==> config.mk <==
export PLATFORM = sky130hd
export DESIGN_NAME = ata_taskfile_command_issuer
export DESIGN_NICKNAME = d
export VERILOG_FILES = /design/src/hw/rtl/atatf_pkg.sv /design/src/hw/rtl/atatf_chs_div.sv /design/src/hw/rtl/atatf_front.sv /design/src/hw/rtl/atatf_queue.sv /design/src/hw/rtl/atatf_back.sv /design/src/hw/rtl/ata_taskfile_command_issuer.sv
export SDC_FILE = /design/constraint.sdc
export NUM_CORES = 1
export LEC_CHECK = 0
export BUFFER_PORTS_ARGS = -buffer_cell sky130_fd_sc_hd__buf_2
export CAP_MARGIN = 10
export CORE_MARGIN = 2
export CORE_UTILIZATION = 66
export DETAILED_ROUTE_END_ITERATION = 8
export PLACE_DENSITY = 0.86
export SETUP_SLACK_MARGIN = 0.15
export SYNTH_ARGS = -nofsm -noshare
export SYNTH_HDL_FRONTEND = slang
export SYNTH_SLANG_ARGS = --single-unit
==> constraint.sdc <==
create_clock -name clk -period 11.2 [get_ports clk]
set_input_delay 3.36 -clock clk [delete_from_list [all_inputs] [get_ports clk]]
set_output_delay 3.36 -clock clk [all_outputs]
set_load 0.005 [all_outputs]
==> src/hw/rtl/atatf_pkg.sv <==
package atatf_pkg;

    // one request word
    typedef struct packed {
        logic        kind;
        logic        is_write;
        logic [47:0] start_sector;
        logic [15:0] sector_count;
    } cmd_word_t;

    // one task-file register write
    typedef struct packed {
        logic [3:0] reg_select;
        logic [7:0] reg_value;
        logic       last;
    } tf_word_t;

    // decoded command held in the queue between front and back
    typedef struct packed {
        logic        flush;
        logic        lba48;
        logic [7:0]  devsel;
        logic [15:0] count;
        logic [47:0] lba_bytes;
        logic [7:0]  opcode;
    } cmd_entry_t;

    typedef enum logic [1:0] {
        MODE_CHS   = 2'd0,
        MODE_LBA28 = 2'd1,
        MODE_LBA48 = 2'd2
    } addr_mode_t;

    // configuration register indexes
    localparam logic [1:0] CFG_LBA_SUPPORTED   = 2'd0;
    localparam logic [1:0] CFG_DEVICE_SLAVE    = 2'd1;
    localparam logic [1:0] CFG_LBA48_THRESHOLD = 2'd2;

    // task-file register selects
    localparam logic [3:0] SEL_DEVSEL   = 4'd0;
    localparam logic [3:0] SEL_COUNT_HI = 4'd1;
    localparam logic [3:0] SEL_LBA3     = 4'd2;
    localparam logic [3:0] SEL_LBA4     = 4'd3;
    localparam logic [3:0] SEL_LBA5     = 4'd4;
    localparam logic [3:0] SEL_COUNT_LO = 4'd5;
    localparam logic [3:0] SEL_LBA0     = 4'd6;
    localparam logic [3:0] SEL_LBA1     = 4'd7;
    localparam logic [3:0] SEL_LBA2     = 4'd8;
    localparam logic [3:0] SEL_CMD      = 4'd9;

    // opcodes
    localparam logic [7:0] OP_READ      = 8'h20;
    localparam logic [7:0] OP_READ_EXT  = 8'h24;
    localparam logic [7:0] OP_WRITE     = 8'h30;
    localparam logic [7:0] OP_WRITE_EXT = 8'h34;
    localparam logic [7:0] OP_FLUSH     = 8'hE7;
    localparam logic [7:0] OP_FLUSH_EXT = 8'hEA;

    // device select bases
    localparam logic [7:0] DEVSEL_CHS = 8'hA0;
    localparam logic [7:0] DEVSEL_LBA = 8'hE0;

    // chs geometry
    localparam logic [6:0] SECTORS_PER_TRACK = 7'd63;

    localparam logic [47:0] RESET_THRESHOLD = 48'h0000_0010_0000;

endpackage

==> src/hw/rtl/atatf_chs_div.sv <==
module atatf_chs_div
    import atatf_pkg::*;
(
    input  logic        clk,
    input  logic        rst_n,
    input  logic        start,
    input  logic [47:0] lba,
    input  logic        ack,
    output logic        busy,
    output logic        done,
    output logic [7:0]  sector,
    output logic [3:0]  head,
    output logic [15:0] cylinder
);

    // inverse of 63 modulo 2**20; only 20 quotient bits are needed
    localparam logic [19:0] INV_SPT = 20'hBEFBF;

    logic        busy_reg, busy_next;
    logic        done_reg, done_next;
    logic [8:0]  dsum_reg;
    logic [19:0] low_reg;
    logic [5:0]  rem_reg;
    logic [19:0] diff_reg;

    logic [8:0]  dsum;
    logic [6:0]  fold_a;
    logic [6:0]  fold_b;
    logic [5:0]  rem;
    logic [19:0] quo;

    // 64 is 1 mod 63, so the base-64 digit sum keeps the remainder
    always_comb
    begin
        dsum = '0;
        for (int i = 0; i < 8; i++)
            dsum = dsum + {3'b000, lba[6*i +: 6]};
    end

    assign fold_a = {4'b0000, dsum_reg[8:6]} + {1'b0, dsum_reg[5:0]};
    assign fold_b = {6'd0, fold_a[6]} + {1'b0, fold_a[5:0]};
    assign rem    = (fold_b == SECTORS_PER_TRACK) ? 6'd0 : fold_b[5:0];

    always_comb
    begin
        busy_next = busy_reg;
        done_next = done_reg;
        if (start)
            busy_next = 1'b1;
        else if (busy_reg)
        begin
            busy_next = 1'b0;
            done_next = 1'b1;
        end
        else if (ack)
            done_next = 1'b0;
    end

    always_ff @(posedge clk or negedge rst_n)
    begin
        if (!rst_n)
        begin
            busy_reg <= 1'b0;
            done_reg <= 1'b0;
        end
        else
        begin
            busy_reg <= busy_next;
            done_reg <= done_next;
        end
    end

    always_ff @(posedge clk)
    begin
        if (start)
        begin
            dsum_reg <= dsum;
            low_reg  <= lba[19:0];
        end
        if (busy_reg)
        begin
            rem_reg  <= rem;
            diff_reg <= low_reg - {14'd0, rem};
        end
    end

    // lba minus remainder is an exact multiple of 63
    assign quo      = diff_reg * INV_SPT;

    assign busy     = busy_reg;
    assign done     = done_reg;
    assign sector   = {2'b00, rem_reg} + 8'd1;
    assign head     = quo[3:0];
    assign cylinder = quo[19:4];

    a_done_not_busy: assert property (@(posedge clk) disable iff (!rst_n)
        done_reg |-> !busy_reg)
        else $error("chs divider done while still busy");

endmodule

==> src/hw/rtl/atatf_front.sv <==
module atatf_front
    import atatf_pkg::*;
(
    input  logic        clk,
    input  logic        rst_n,
    input  logic        cfg_we,
    input  logic [1:0]  cfg_index,
    input  logic [47:0] cfg_data,
    input  logic        cmd_valid,
    output logic        cmd_stall,
    input  cmd_word_t   cmd_word,
    input  logic        q_full,
    output logic        push,
    output cmd_entry_t  push_entry
);

    logic        lba_sup_reg;
    logic        slave_reg;
    logic [47:0] thresh_reg;
    addr_mode_t  last_mode_reg, last_mode_next;
    logic [15:0] count_hold_reg;
    logic        write_hold_reg;

    logic        cmd_acc;
    logic        use_lba48;
    logic        is_chs;
    logic        div_busy, div_done, div_ack;
    logic [7:0]  div_sector;
    logic [3:0]  div_head;
    logic [15:0] div_cyl;
    cmd_entry_t  imm_entry, chs_entry;

    atatf_chs_div u_div (
        .clk      (clk),
        .rst_n    (rst_n),
        .start    (cmd_acc && is_chs),
        .lba      (cmd_word.start_sector),
        .ack      (div_ack),
        .busy     (div_busy),
        .done     (div_done),
        .sector   (div_sector),
        .head     (div_head),
        .cylinder (div_cyl)
    );

    assign cmd_stall = div_busy || div_done || q_full;
    assign cmd_acc   = cmd_valid && !cmd_stall;
    assign use_lba48 = cmd_word.start_sector >= thresh_reg;
    assign is_chs    = !cmd_word.kind && !use_lba48 && !lba_sup_reg;
    assign div_ack   = div_done && !q_full;

    always_comb
    begin
        imm_entry = '0;
        if (cmd_word.kind)
        begin
            imm_entry.flush  = 1'b1;
            imm_entry.opcode = (last_mode_reg == MODE_LBA48) ? OP_FLUSH_EXT : OP_FLUSH;
        end
        else if (use_lba48)
        begin
            imm_entry.lba48     = 1'b1;
            imm_entry.devsel    = DEVSEL_LBA | {3'b000, slave_reg, 4'h0};
            imm_entry.count     = cmd_word.sector_count;
            imm_entry.lba_bytes = cmd_word.start_sector;
            imm_entry.opcode    = cmd_word.is_write ? OP_WRITE_EXT : OP_READ_EXT;
        end
        else
        begin
            imm_entry.devsel    = DEVSEL_LBA | {3'b000, slave_reg, 4'h0}
                                | {4'h0, cmd_word.start_sector[27:24]};
            imm_entry.count     = cmd_word.sector_count;
            imm_entry.lba_bytes = {24'h0, cmd_word.start_sector[23:0]};
            imm_entry.opcode    = cmd_word.is_write ? OP_WRITE : OP_READ;
        end
    end

    always_comb
    begin
        chs_entry           = '0;
        chs_entry.devsel    = DEVSEL_CHS | {3'b000, slave_reg, 4'h0} | {4'h0, div_head};
        chs_entry.count     = count_hold_reg;
        chs_entry.lba_bytes = {24'h0, div_cyl, div_sector};
        chs_entry.opcode    = write_hold_reg ? OP_WRITE : OP_READ;
    end

    assign push       = (cmd_acc && !is_chs) || div_ack;
    assign push_entry = div_ack ? chs_entry : imm_entry;

    always_comb
    begin
        last_mode_next = last_mode_reg;
        if (cmd_acc && !cmd_word.kind)
        begin
            if (use_lba48)
                last_mode_next = MODE_LBA48;
            else if (lba_sup_reg)
                last_mode_next = MODE_LBA28;
            else
                last_mode_next = MODE_CHS;
        end
    end

    always_ff @(posedge clk or negedge rst_n)
    begin
        if (!rst_n)
        begin
            lba_sup_reg   <= 1'b1;
            slave_reg     <= 1'b0;
            thresh_reg    <= RESET_THRESHOLD;
            last_mode_reg <= MODE_CHS;
        end
        else
        begin
            last_mode_reg <= last_mode_next;
            if (cfg_we)
            begin
                case (cfg_index)
                    CFG_LBA_SUPPORTED:   lba_sup_reg <= cfg_data[0];
                    CFG_DEVICE_SLAVE:    slave_reg   <= cfg_data[0];
                    CFG_LBA48_THRESHOLD: thresh_reg  <= cfg_data;
                    default:             ;
                endcase
            end
        end
    end

    always_ff @(posedge clk)
    begin
        if (cmd_acc && is_chs)
        begin
            count_hold_reg <= cmd_word.sector_count;
            write_hold_reg <= cmd_word.is_write;
        end
    end

endmodule

==> src/hw/rtl/atatf_queue.sv <==
module atatf_queue
    import atatf_pkg::*;
#(
    parameter int DEPTH = 2
)
(
    input  logic       clk,
    input  logic       rst_n,
    input  logic       push,
    input  cmd_entry_t push_entry,
    input  logic       pop,
    output logic       full,
    output logic       head_valid,
    output cmd_entry_t head
);

    localparam int PW = $clog2(DEPTH);
    localparam int CW = $clog2(DEPTH + 1);
    localparam logic [PW-1:0] LAST_PTR = PW'(DEPTH - 1);
    localparam logic [CW-1:0] FULL_CNT = CW'(DEPTH);

    cmd_entry_t    slot_reg [DEPTH];
    logic [PW-1:0] wr_ptr_reg, rd_ptr_reg;
    logic [CW-1:0] count_reg;

    always_ff @(posedge clk or negedge rst_n)
    begin
        if (!rst_n)
        begin
            wr_ptr_reg <= '0;
            rd_ptr_reg <= '0;
            count_reg  <= '0;
        end
        else
        begin
            if (push)
                wr_ptr_reg <= (wr_ptr_reg == LAST_PTR) ? '0 : wr_ptr_reg + 1'b1;
            if (pop)
                rd_ptr_reg <= (rd_ptr_reg == LAST_PTR) ? '0 : rd_ptr_reg + 1'b1;
            if (push && !pop)
                count_reg <= count_reg + 1'b1;
            else if (pop && !push)
                count_reg <= count_reg - 1'b1;
        end
    end

    always_ff @(posedge clk)
    begin
        if (push)
            slot_reg[wr_ptr_reg] <= push_entry;
    end

    assign full       = count_reg == FULL_CNT;
    assign head_valid = count_reg != '0;
    assign head       = slot_reg[rd_ptr_reg];

    a_no_overflow: assert property (@(posedge clk) disable iff (!rst_n)
        count_reg <= FULL_CNT)
        else $error("command queue overflow");

endmodule

==> src/hw/rtl/atatf_back.sv <==
module atatf_back
    import atatf_pkg::*;
(
    input  logic       clk,
    input  logic       rst_n,
    input  logic       head_valid,
    input  cmd_entry_t head,
    output logic       pop,
    output logic       tf_valid,
    input  logic       tf_stall,
    output tf_word_t   tf_word
);

    logic       started_reg, started_next;
    logic [3:0] sel_reg, sel_next;
    logic       out_valid_reg, out_valid_next;
    tf_word_t   out_word_reg;

    logic       load;
    logic [3:0] cur_sel;
    logic [7:0] cur_value;

    assign load    = head_valid && (!out_valid_reg || !tf_stall);
    assign cur_sel = started_reg ? sel_reg : (head.flush ? SEL_CMD : SEL_DEVSEL);
    assign pop     = load && (cur_sel == SEL_CMD);

    always_comb
    begin
        case (cur_sel)
            SEL_DEVSEL:   cur_value = head.devsel;
            SEL_COUNT_HI: cur_value = head.count[15:8];
            SEL_LBA3:     cur_value = head.lba_bytes[31:24];
            SEL_LBA4:     cur_value = head.lba_bytes[39:32];
            SEL_LBA5:     cur_value = head.lba_bytes[47:40];
            SEL_COUNT_LO: cur_value = head.count[7:0];
            SEL_LBA0:     cur_value = head.lba_bytes[7:0];
            SEL_LBA1:     cur_value = head.lba_bytes[15:8];
            SEL_LBA2:     cur_value = head.lba_bytes[23:16];
            SEL_CMD:      cur_value = head.opcode;
            default:      cur_value = 8'h00;
        endcase
    end

    always_comb
    begin
        started_next   = started_reg;
        sel_next       = sel_reg;
        out_valid_next = out_valid_reg && tf_stall;
        if (load)
        begin
            out_valid_next = 1'b1;
            if (cur_sel == SEL_CMD)
            begin
                started_next = 1'b0;
            end
            else
            begin
                started_next = 1'b1;
                if (cur_sel == SEL_DEVSEL)
                    sel_next = head.lba48 ? SEL_COUNT_HI : SEL_COUNT_LO;
                else
                    sel_next = cur_sel + 4'd1;
            end
        end
    end

    always_ff @(posedge clk or negedge rst_n)
    begin
        if (!rst_n)
        begin
            started_reg   <= 1'b0;
            sel_reg       <= SEL_DEVSEL;
            out_valid_reg <= 1'b0;
        end
        else
        begin
            started_reg   <= started_next;
            sel_reg       <= sel_next;
            out_valid_reg <= out_valid_next;
        end
    end

    always_ff @(posedge clk)
    begin
        if (load)
        begin
            out_word_reg.reg_select <= cur_sel;
            out_word_reg.reg_value  <= cur_value;
            out_word_reg.last       <= cur_sel == SEL_CMD;
        end
    end

    assign tf_valid = out_valid_reg;
    assign tf_word  = out_word_reg;

    a_last_on_cmd: assert property (@(posedge clk) disable iff (!rst_n)
        (tf_valid && tf_word.last) |-> tf_word.reg_select == SEL_CMD)
        else $error("last flag on a write other than the command");

    a_run_holds_head: assert property (@(posedge clk) disable iff (!rst_n)
        started_reg |-> head_valid)
        else $error("write run in progress without a queued command");

endmodule

==> src/hw/rtl/ata_taskfile_command_issuer.sv <==
// ata task-file command issuer: each request word (kind 0) becomes the ordered
// task-file register writes that start a pio read or write, one word per write
// on the tf channel, with last set on the opcode write; a flush word (kind 1)
// becomes a single opcode write, flush ext if the last command used lba48.
// addressing is lba48 for start sectors at or above lba48_threshold, lba28 when
// lba_supported is set, chs otherwise (16 heads, 63 sectors per track).
// the back end drives one write per cycle unless tf_stall holds it: lba48
// writes devsel, count hi, lba3-5, count lo, lba0-2, opcode; lba28 and chs
// skip count hi and lba3-5; a flush writes only the opcode. this sequencer
// sets the sustained rate. lba28, lba48 and flush words are decoded in the
// cycle they are taken; a chs word holds the input off while the divide-by-63
// unit (base-64 digit sum, then an exact multiply by the inverse of 63) works
// and until its result is pushed, overlapped with the back end draining older
// commands. the decoded-command queue lets the front take words meanwhile; no
// init sweep. configuration must be written while idle (the block won't check).
module ata_taskfile_command_issuer
    import atatf_pkg::*;
#(
    parameter int QUEUE_DEPTH = 2
)
(
    input  logic        clk,
    input  logic        rst_n,
    // configuration writes
    input  logic        cfg_we,
    input  logic [1:0]  cfg_index,
    input  logic [47:0] cfg_data,
    // request words
    input  logic        cmd_valid,
    output logic        cmd_stall,
    input  cmd_word_t   cmd_word,
    // task-file register write words
    output logic        tf_valid,
    input  logic        tf_stall,
    output tf_word_t    tf_word
);

    // front to queue
    logic       push;
    cmd_entry_t push_entry;
    logic       q_full;

    // queue to back
    logic       head_valid;
    cmd_entry_t head;
    logic       pop;

    // front: config regs, mode decision, chs divide, flush opcode choice
    atatf_front u_front (
        .clk        (clk),
        .rst_n      (rst_n),
        .cfg_we     (cfg_we),
        .cfg_index  (cfg_index),
        .cfg_data   (cfg_data),
        .cmd_valid  (cmd_valid),
        .cmd_stall  (cmd_stall),
        .cmd_word   (cmd_word),
        .q_full     (q_full),
        .push       (push),
        .push_entry (push_entry)
    );

    // decoded commands waiting for the write sequencer
    atatf_queue #(
        .DEPTH (QUEUE_DEPTH)
    ) u_queue (
        .clk        (clk),
        .rst_n      (rst_n),
        .push       (push),
        .push_entry (push_entry),
        .pop        (pop),
        .full       (q_full),
        .head_valid (head_valid),
        .head       (head)
    );

    // back: steps through the register writes into the output register
    atatf_back u_back (
        .clk        (clk),
        .rst_n      (rst_n),
        .head_valid (head_valid),
        .head       (head),
        .pop        (pop),
        .tf_valid   (tf_valid),
        .tf_stall   (tf_stall),
        .tf_word    (tf_word)
    );

endmodule

==> results of run 1 <==
## synth_stat cells (6+ instances only)
cell        n  area [um^2]
nor4_1     17          106
xnor2_1    57          499
nand4_1     7         43.8
and3_1      7         43.8
and2_1     27          169
or3_1       6         37.5
mux2i_1    60          601
a211oi_1    7         52.6
nand2b_1    9         56.3
nand3b_1   38          285
clkbuf_1   26         97.6
dfrtp_1    62         1550
a21o_1     15          113
nor2_1     42          158
o22ai_1    23          144
xor2_1     27          236
fa_1      134         2680
o21ai_0    43          215
mux2_2     52          586
nand2_1    86          323
edfxtp_1  239         7180
nand3_1    14         70.1
o21ai_1    12         60.1
nor2b_1     8         50.1
inv_1     277         1040
ha_1      152         1900
a221oi_1   13          114
a21oi_1    38          190
o221ai_1    7         61.3
nor3_1     12         60.1
## worst min path at each step
| stage | from | end | slack, ns | cells after the start |
|---|---|---|---|---|
| floorplan | u_back.sel_reg[0] | u_back.sel_reg[0] | 0.44 | 2 |
| global placement | u_back.sel_reg[0] | u_back.sel_reg[0] | 0.46 | 2 |
| detailed placement | u_queue.count_reg[1] | u_queue.count_reg[1] | 0.48 | 1 |
| CTS | u_queue.count_reg[1] | u_queue.count_reg[1] | 0.48 | 1 |
| global route | u_queue.count_reg[1] | u_queue.count_reg[1] | 0.52 | 1 |
| finish | u_queue.count_reg[1] | u_queue.count_reg[1] | 0.48 | 1 |
## metrics by stage
step / cells / util / area [um^2]
6_report: 2133 / 0.743 / 21300
3_5_place_dp: 2077 / 0.711 / 20400
4_1_cts: 2133 / 0.743 / 21300
3_3_place_gp: 2077 / 0.711 / 20400
2_1_floorplan: 1582 / - / 19300
5_1_grt: 2133 / 0.743 / 21300
## critical path, cell delays in order
cell      delay [ns]
buf_2           0.12
inv_1           0.07
ha_1            0.28
nor2b_1         0.04
o21ai_0         0.21
a221oi_1        0.16
nor3_1          0.34
o31a_1          0.21
nor3_2          0.04
buf_4           0.20
a22oi_1         0.34
nor2b_4         0.99
buf_4           0.62
## cell type report
class | instances | share of cell area
Multi-Input combinational cell | 967 | 0.438
Sequential cell | 303 | 0.412
Tap cell | 384 | 0.0225
Clock inverter | 15 | 0.00516
Clock buffer | 41 | 0.0385
Inverter | 279 | 0.0491
Timing Repair Buffer | 144 | 0.0348
## layer usage
metal | track usage | routed length, um | part of all wire
met1 | 0.433 | 18300 | 0.39
met2 | 0.534 | 22900 | 0.48
met3 | 0.0653 | 4720 | 0.099
met4 | 0.0983 | 1670 | 0.035
met5 | 0 | 14 | 0.00029
## kinds of logic (layout without fill, tap and decap cells)
| family | after synthesis | in the layout | synth area share |
|---|---|---|---|
| AO/OA/AOI/OAI | 201 | 201 | 0.0679 |
| XOR/XNOR | 84 | 84 | 0.0381 |
| adder cells (fa/ha/maj) | 286 | 286 | 0.238 |
| buffers and inverters | 312 | 479 | 0.0617 |
| flip-flops | 303 | 303 | 0.455 |
| multiplexers | 113 | 113 | 0.0623 |
| AND/OR/NAND/NOR | 283 | 283 | 0.0770 |
==> results.py, run 1 <==
metrics = {
    "cts": {
        "ctsResizeCount": 0,
        "clkTransAtPathRegs_ns": 0.06,
        "numCtsBuffers": 30,
        "ctsHoldBuffers": 0,
        "cts_max_level": 1,
        "cts.sinks": 303,
        "clockRootBuffer": "clkbuf_16",
        "cts.path.max_buffers": 3,
        "cts_tree": "built",
        "postCtsSetupBuffers": 0,
        "worstSkewPairLatency_ns": 0.59,
    },
    "sta": {
        "rsz0062_at_grt": "false",
        "fin_skew_ns": 0.0310,
        "hold_ws_ns": 0.484,
        "max_freq_mhz": 147,
        "final.period_utilization": 0.607,
        "worst_pin_slew_ns": 1.18,
        "hold_violations": 0,
        "setup_viol": 0,
        "setup_slack_ns": 4.40,
        "drv_slew": 0,
        "fin_tns_setup_ns": 0,
        "fin_crit_ns": 6.80,
        "slew_headroom": 0.213,
    },
    "routing": {
        "first_pass_iters": 7,
        "vias_per_cell": 6.05,
        "postRouteAntennaNets": 0,
        "drt_iter0_drc": 1390,
        "drc": 0,
        "wl_mm": 47.6,
        "dr_total_vias": 12910,
        "wl_per_cell_um": 22.3,
    },
    "setup_path": {
        "timing.rr.start": "u_front.u_div.diff_reg[7]",
        "crit_path_end_kind": "flip-flop",
        "setup.worst_path.end": "u_queue.slot_reg[0][46]",
        "path_max_fanout": 39,
        "required_ns": 11.42,
        "reg2reg_to": "u_queue.slot_reg[1][30]",
        "ff2ff_path_depth": 20,
        "path_class": "in2reg",
        "crit_start": "cmd_word[16]",
        "r2r_slack_ns": 4.48,
        "crit_path_start_kind": "primary input",
        "worst_ep_arrival_time_ns": 7.02,
    },
    "yosys": {
        "syn_area_per_cell_um2": 12.2,
        "ys_types": 62,
        "synth-main-ff-cell": "edfxtp_1",
        "synth_nets": 1989,
        "synthArstFlopShare": 0.211,
        "synthesis.area_mm2": 0.0193,
        "synth_edf_count": 239,
        "syn_inst": 1582,
        "yosysSeqAreaShare": 0.455,
        "ys_seq_elements": 303,
        "yosys_warnings": 0,
    },
    "layout": {
        "fillers": 1860,
        "drive_gt1_frac": 0.147,
        "layout_common_cells": "277 x inv_1, 239 x edfxtp_1, 152 x ha_1",
        "largest_reg_flops": 154,
        "insertedDiodeCount": 0,
        "areaGrowthSynthToFinish_pct": 10.6,
        "final_common_cell": "inv_1",
        "multi_input_area_mm2": 0.00934,
        "nNetsFinal": 2132,
        "seqCellArea_mm2": 0.00878,
    },
    "floorplanning": {
        "num_io_pins": 136,
        "die_h_um": 175,
        "rows": 62,
        "start_util": 0.672,
        "die_x_um": 175,
        "fp.coreArea_mm2": 0.0287,
        "dieArea_mm2": 0.0306,
    },
    "grt": {
        "grt_usage": 0.322,
        "grt_overflow": 0,
        "grt_pass1_wl_mm": 75.1,
        "grt_max_degree": 78,
        "antenna_found_initial": 2,
        "first_global_vias": 13610,
    },
    "hold_path": {
        "hp-class": "reg2reg",
    },
    "placed_design": {
        "place_congestion": 0.977,
        "io_buffers": 135,
        "hpwlAfterDp_mm": 36.3,
        "post-place-ws_ns": 3.85,
    },
    "status": {
        "run_status": "complete, no violations",
    },
    "flow_run": {
        "cap_violations": 0,
    },
}
Power of run 1 is left out: the tool's default activity adds up to more than one toggle a clock period on the data nets, which glitch-free logic cannot reach.
==> run 2, diff against run 1 <==
--- a/config.mk
+++ b/config.mk
@@ -8,9 +8,9 @@
 export BUFFER_PORTS_ARGS = -buffer_cell sky130_fd_sc_hd__buf_2
 export CAP_MARGIN = 10
 export CORE_MARGIN = 2
-export CORE_UTILIZATION = 66
+export CORE_UTILIZATION = 62
 export DETAILED_ROUTE_END_ITERATION = 8
-export PLACE_DENSITY = 0.86
+export PLACE_DENSITY = 0.82
 export SETUP_SLACK_MARGIN = 0.15
 export SYNTH_ARGS = -nofsm -noshare
 export SYNTH_HDL_FRONTEND = slang
==> constraint.sdc (replaced) <==
create_clock -name clk -period 6.6 [get_ports clk]
set_input_delay 1.98 -clock clk [delete_from_list [all_inputs] [get_ports clk]]
set_output_delay 1.98 -clock clk [all_outputs]
set_load 0.005 [all_outputs]
==> run 2 against run 1 <==
Compared with the run above:
- global-route usage fell by 3.4 points
- hold slack lost 0.0049 ns
- clock skew fell by 0.017 ns
- final area is 1.8% higher
- wire length fell by 3.5%
- sequential share of layout area decreased by 0.73 points
- via count is 0.43% lower
- critical path depth grew 7
- final cell count rose by 1.7%
- first-iteration DRC count grew 0.79%
- clock-buffer cell count fell by 4
==> results.py, run 2 (synthesis results as in run 1) <==
metrics = {
    "routing": {
        "postRouteAntennaNets": 0,
        "dr_total_vias": 12855,
        "wl_mm": 45.9,
        "first_pass_iters": 7,
        "vias_per_cell": 5.93,
        "drt_iter0_drc": 1401,
        "wl_per_cell_um": 21.2,
        "drc": 0,
    },
    "setup_path": {
        "path_class": "reg2reg",
        "crit_start": "u_front.u_div.diff_reg[9]",
        "worst_ep_arrival_time_ns": 6.46,
        "r2r_slack_ns": 0.43,
        "crit_path_end_kind": "flip-flop",
        "path_max_fanout": 5,
        "ff2ff_path_depth": 20,
        "required_ns": 6.89,
        "timing.rr.start": "u_front.u_div.diff_reg[9]",
        "setup.worst_path.end": "u_queue.slot_reg[1][30]",
        "crit_path_start_kind": "flip-flop",
        "reg2reg_to": "u_queue.slot_reg[1][30]",
    },
    "layout": {
        "largest_reg_flops": 154,
        "drive_gt1_frac": 0.166,
        "fillers": 2098,
        "nNetsFinal": 2154,
        "fin_util": 0.710,
        "layout_common_cells": "274 x inv_1, 239 x edfxtp_1, 148 x ha_1",
        "final_common_cell": "inv_1",
        "areaGrowthSynthToFinish_pct": 12.6,
        "instances_no_fill": 2169,
    },
    "floorplanning": {
        "fp.coreArea_mm2": 0.0306,
        "num_io_pins": 136,
        "dieArea_mm2": 0.0325,
        "start_util": 0.630,
        "die_h_um": 180,
        "die_x_um": 180,
        "rows": 64,
    },
    "flow_run": {
        "cap_violations": 0,
    },
    "grt": {
        "grt_pass1_wl_mm": 72.2,
        "first_global_vias": 13282,
        "grt_max_degree": 78,
        "grt_usage": 0.288,
        "grt_overflow": 0,
        "antenna_found_initial": 1,
    },
    "cts": {
        "ctsHoldBuffers": 0,
        "clockRootBuffer": "clkbuf_16",
        "clkTransAtPathRegs_ns": 0.06,
        "worstSkewPairLatency_ns": 0.59,
        "cts.path.max_buffers": 3,
        "cts.sinks": 303,
        "cts_tree": "built",
        "cts_max_level": 1,
        "numCtsBuffers": 31,
    },
    "sta": {
        "fin_crit_ns": 6.17,
        "slew_headroom": 0.242,
        "hold_violations": 0,
        "rsz0062_at_grt": "false",
        "max_freq_mhz": 162,
        "setup_slack_ns": 0.426,
        "drv_slew": 0,
        "final.period_utilization": 0.935,
        "fin_tns_setup_ns": 0,
        "worst_pin_slew_ns": 1.13,
        "fin_skew_ns": 0.0142,
        "setup_viol": 0,
    },
    "placed_design": {
        "io_buffers": 135,
        "post-place-ws_ns": 0.170,
        "hpwlAfterDp_mm": 35.0,
        "place_inst": 2093,
        "place_congestion": 0.912,
    },
    "hold_path": {
        "min_from": "u_back.sel_reg[0]",
        "hp-class": "reg2reg",
        "worstHoldPathCells": 2,
    },
    "status": {
        "run_status": "complete, no violations",
    },
}
[run 2: cell types whose count changed in the layout (fill, tap and decap cells not counted), moves of 4 or more]
cell,previous run,this run
buf_4,9,28
fa_2,0,4
fa_1,134,130
clkinv_4,1,5
ha_4,0,4
ha_1,152,148
clkbuf_1,8,3
[run 2: worst min-delay path by stage]
stage	slack, ns	to
after floorplan	0.44	u_back.sel_reg[0]
after global placement	0.46	u_back.sel_reg[0]
after detailed placement	0.47	u_back.sel_reg[0]
after CTS	0.48	u_back.sel_reg[0]
after global routing	0.52	u_queue.count_reg[1]
final	0.48	u_back.sel_reg[0]
[run 2: per-stage QoR]
step	hold slack [ns]	cell area, um^2
floorplan	0.445	19300
global placement	0.458	20500
detailed placement	0.466	20500
CTS	0.480	21500
global route	0.519	21700
finish	0.479	21700
[run 2: area by class of cell]
| class | instances | area, um^2 | share of cell area |
|---|---|---|---|
| repair buffers | 165 | 926 | 0.0426 |
| clock inverters | 21 | 215 | 0.00991 |
| multi-input cells | 967 | 9410 | 0.433 |
| diodes | 1 | 2.50 | 0.000115 |
| flip-flops and latches | 303 | 8780 | 0.405 |
| clock buffers | 37 | 828 | 0.0381 |
| well taps | 396 | 495 | 0.0228 |
| inverters | 279 | 1050 | 0.0484 |
[run 2: critical path, cell delays in order, from the launching register on]
cell and delay (ns):
edfxtp_1 0.49, buf_4 0.19, fa_2 0.62, ha_4 0.22
xnor2_1 0.21, fa_1 0.44, inv_1 0.10, fa_1 0.42
ha_1 0.32, fa_1 0.54, inv_1 0.06, fa_1 0.49
inv_1 0.04, ha_1 0.34, a21oi_2 0.23, o22a_1 0.19
a31oi_1 0.13, or4_1 0.41, a31oi_1 0.17, xor2_1 0.18
o21ai_1 0.09
[run 2: repair_timing]
action / CTS / global route
hold endpoints to repair: 0 / 0
setup endpoints to repair: 0 / 8
gates resized for setup: 0 / 13
setup buffers: 0 / 17
[run 2: metal layers]
layer / part of all wire / global-route usage / vias up
li1: - / - / 5788
met1: 0.40 / 0.404 / 6333
met2: 0.47 / 0.457 / 627
met3: 0.094 / 0.0505 / 105
met4: 0.036 / 0.104 / 2
met5: 0.00024 / 0 / -
Power of run 2 is left out for the same reason.
==> run 3, diff against run 2 <==
--- a/config.mk
+++ b/config.mk
@@ -10,6 +10,7 @@
 export CORE_MARGIN = 2
 export CORE_UTILIZATION = 62
 export DETAILED_ROUTE_END_ITERATION = 8
+export GPL_TIMING_DRIVEN = 0
 export PLACE_DENSITY = 0.82
 export SETUP_SLACK_MARGIN = 0.15
 export SYNTH_ARGS = -nofsm -noshare
==> run 3 against run 2 <==
Compared with the run above:
- via count increased by 3.2%
- clock-buffer cell count grew 9
- critical path depth up 2
- flip-flop and latch count is the same
- utilization grew 1.3 points
==> results.py, run 3 (synthesis results as in run 1) <==
metrics = {
    "setup_path": {
        "crit_path_start_kind": "flip-flop",
        "setup.worst_path.end": "u_queue.slot_reg[1][30]",
        "crit_path_end_kind": "flip-flop",
        "required_ns": 6.85,
        "ff2ff_path_depth": 22,
        "path_class": "reg2reg",
        "worst_ep_arrival_time_ns": 6.56,
        "path_max_fanout": 4,
        "timing.rr.start": "u_front.u_div.diff_reg[8]",
        "crit_start": "u_front.u_div.diff_reg[8]",
        "r2r_slack_ns": 0.29,
        "reg2reg_to": "u_queue.slot_reg[1][30]",
    },
    "cts": {
        "worstSkewPairLatency_ns": 0.53,
        "cts_max_level": 2,
        "clkTransAtPathRegs_ns": 0.06,
        "clockRootBuffer": "clkbuf_16",
        "ctsHoldBuffers": 0,
        "numCtsBuffers": 34,
        "cts.path.max_buffers": 3,
        "cts.sinks": 303,
        "cts_tree": "built",
    },
    "grt": {
        "grt_pass1_wl_mm": 74.2,
        "met2_usage": 0.493,
        "grt_usage": 0.297,
        "antenna_found_initial": 2,
        "grt-busiest-layer": "met2",
        "first_global_vias": 13823,
        "grt_overflow": 0,
        "grt_max_degree": 65,
        "use_met3": 0.0548,
        "met1_usage": 0.393,
    },
    "routing": {
        "first_pass_iters": 5,
        "vias_per_cell": 5.99,
        "wl_mm": 48.0,
        "dr_total_vias": 13267,
        "drt_iter0_drc": 1271,
        "drc": 0,
        "postRouteAntennaNets": 0,
        "wl_per_cell_um": 21.6,
    },
    "sta": {
        "worst_pin_slew_ns": 1.18,
        "drv_slew": 0,
        "hold_violations": 0,
        "max_freq_mhz": 158,
        "setup_slack_ns": 0.290,
        "final.period_utilization": 0.956,
        "fin_crit_ns": 6.31,
        "slew_headroom": 0.211,
        "rsz0062_at_grt": "false",
        "fin_skew_ns": 0.0264,
        "setup_viol": 0,
    },
    "layout": {
        "drive_gt1_frac": 0.176,
        "insertedDiodeCount": 0,
        "areaGrowthSynthToFinish_pct": 14.7,
        "fillers": 2034,
        "nNetsFinal": 2202,
        "layout_common_cells": "272 x inv_1, 239 x edfxtp_1, 144 x ha_1",
        "final_common_cell": "inv_1",
        "largest_reg_flops": 154,
    },
    "hold_path": {
        "hp-class": "reg2reg",
    },
    "placed_design": {
        "post-place-ws_ns": -0.102,
        "hpwlAfterDp_mm": 36.8,
        "place_congestion": 0.918,
        "io_buffers": 135,
    },
    "floorplanning": {
        "start_util": 0.630,
        "die_x_um": 180,
        "dieArea_mm2": 0.0325,
        "num_io_pins": 136,
        "die_h_um": 180,
        "fp.coreArea_mm2": 0.0306,
        "rows": 64,
    },
    "flow_run": {
        "cap_violations": 0,
    },
    "status": {
        "run_status": "complete, no violations",
    },
}
[run 3: changes by cell type in the layout (fill, tap and decap cells not counted), moves of 3 or more]
cell       previous run  this run
ha_1                148       144
o21ai_2               0         3
buf_4                28        37
clkbuf_1              3        34
ha_4                  4         8
clkinv_4              5         1
buf_6                 0         4
clkbuf_16            31        35
[run 3: repair_timing]
item / 4_1_cts / 5_1_grt
setup buffers: 20 / 17
gates resized for setup: 3 / 29
endpoints found under the hold margin: 0 / 0
pin swaps: 6 / 8
endpoints found under the setup margin: 4 / 8
[run 3: routing by layer]
layer	routed length [um]	part of all wire
met1	18300	0.38
met2	23200	0.48
met3	4370	0.091
met5	13	0.00027
met4	2100	0.044
[run 3: worst min path at each step]
stage                                      start                      to  depth (start not counted)
after floorplan                u_back.sel_reg[0]       u_back.sel_reg[0]                          2
after global placement         u_back.sel_reg[0]       u_back.sel_reg[0]                          2
after detailed placement       u_back.sel_reg[0]       u_back.sel_reg[0]                          2
after CTS                      u_back.sel_reg[0]       u_back.sel_reg[0]                          2
after global routing      u_front.thresh_reg[11]  u_front.thresh_reg[11]                          1
final                          u_back.sel_reg[0]       u_back.sel_reg[0]                          2
[run 3: critical path, stage by stage (launching register included)]
cell      delay (ns)
edfxtp_1        0.47
buf_4           0.18
fa_2            0.56
ha_4            0.21
xnor2_1         0.14
fa_1            0.52
inv_1           0.06
fa_1            0.50
inv_1           0.05
fa_1            0.47
inv_1           0.06
fa_1            0.55
inv_1           0.06
fa_1            0.51
inv_1           0.07
ha_4            0.27
inv_2           0.07
o22a_1          0.22
a31oi_4         0.12
or4_1           0.42
a31oi_1         0.17
xor2_1          0.24
o21ai_2         0.10
[run 3: final cells by class]
type | instances | area (um^2) | share of cell area
clock inverter | 15 | 125 | 0.00566
inverter | 279 | 1050 | 0.0477
buffer | 33 | 143 | 0.00645
timing repair buffer | 177 | 1060 | 0.0479
sequential | 303 | 8780 | 0.397
multi-input combinational | 967 | 9510 | 0.430
tap | 396 | 495 | 0.0224
clock buffer | 46 | 947 | 0.0428
[run 3: per-stage QoR]
stage / utilization / hold slack (ns) / setup TNS [ns] / instance area (um^2) / std cells
after floorplan: - / 0.445 / 0 / 19300 / 1582
after global placement: 0.669 / 0.459 / -177.42 / 20500 / 2113
after detailed placement: 0.673 / 0.467 / -0.223 / 20600 / 2118
after CTS: 0.713 / 0.481 / 0 / 21800 / 2199
after global routing: 0.723 / 0.516 / 0 / 22100 / 2216
final: 0.723 / 0.478 / 0 / 22100 / 2216
Power of run 3 is left out for the same reason.
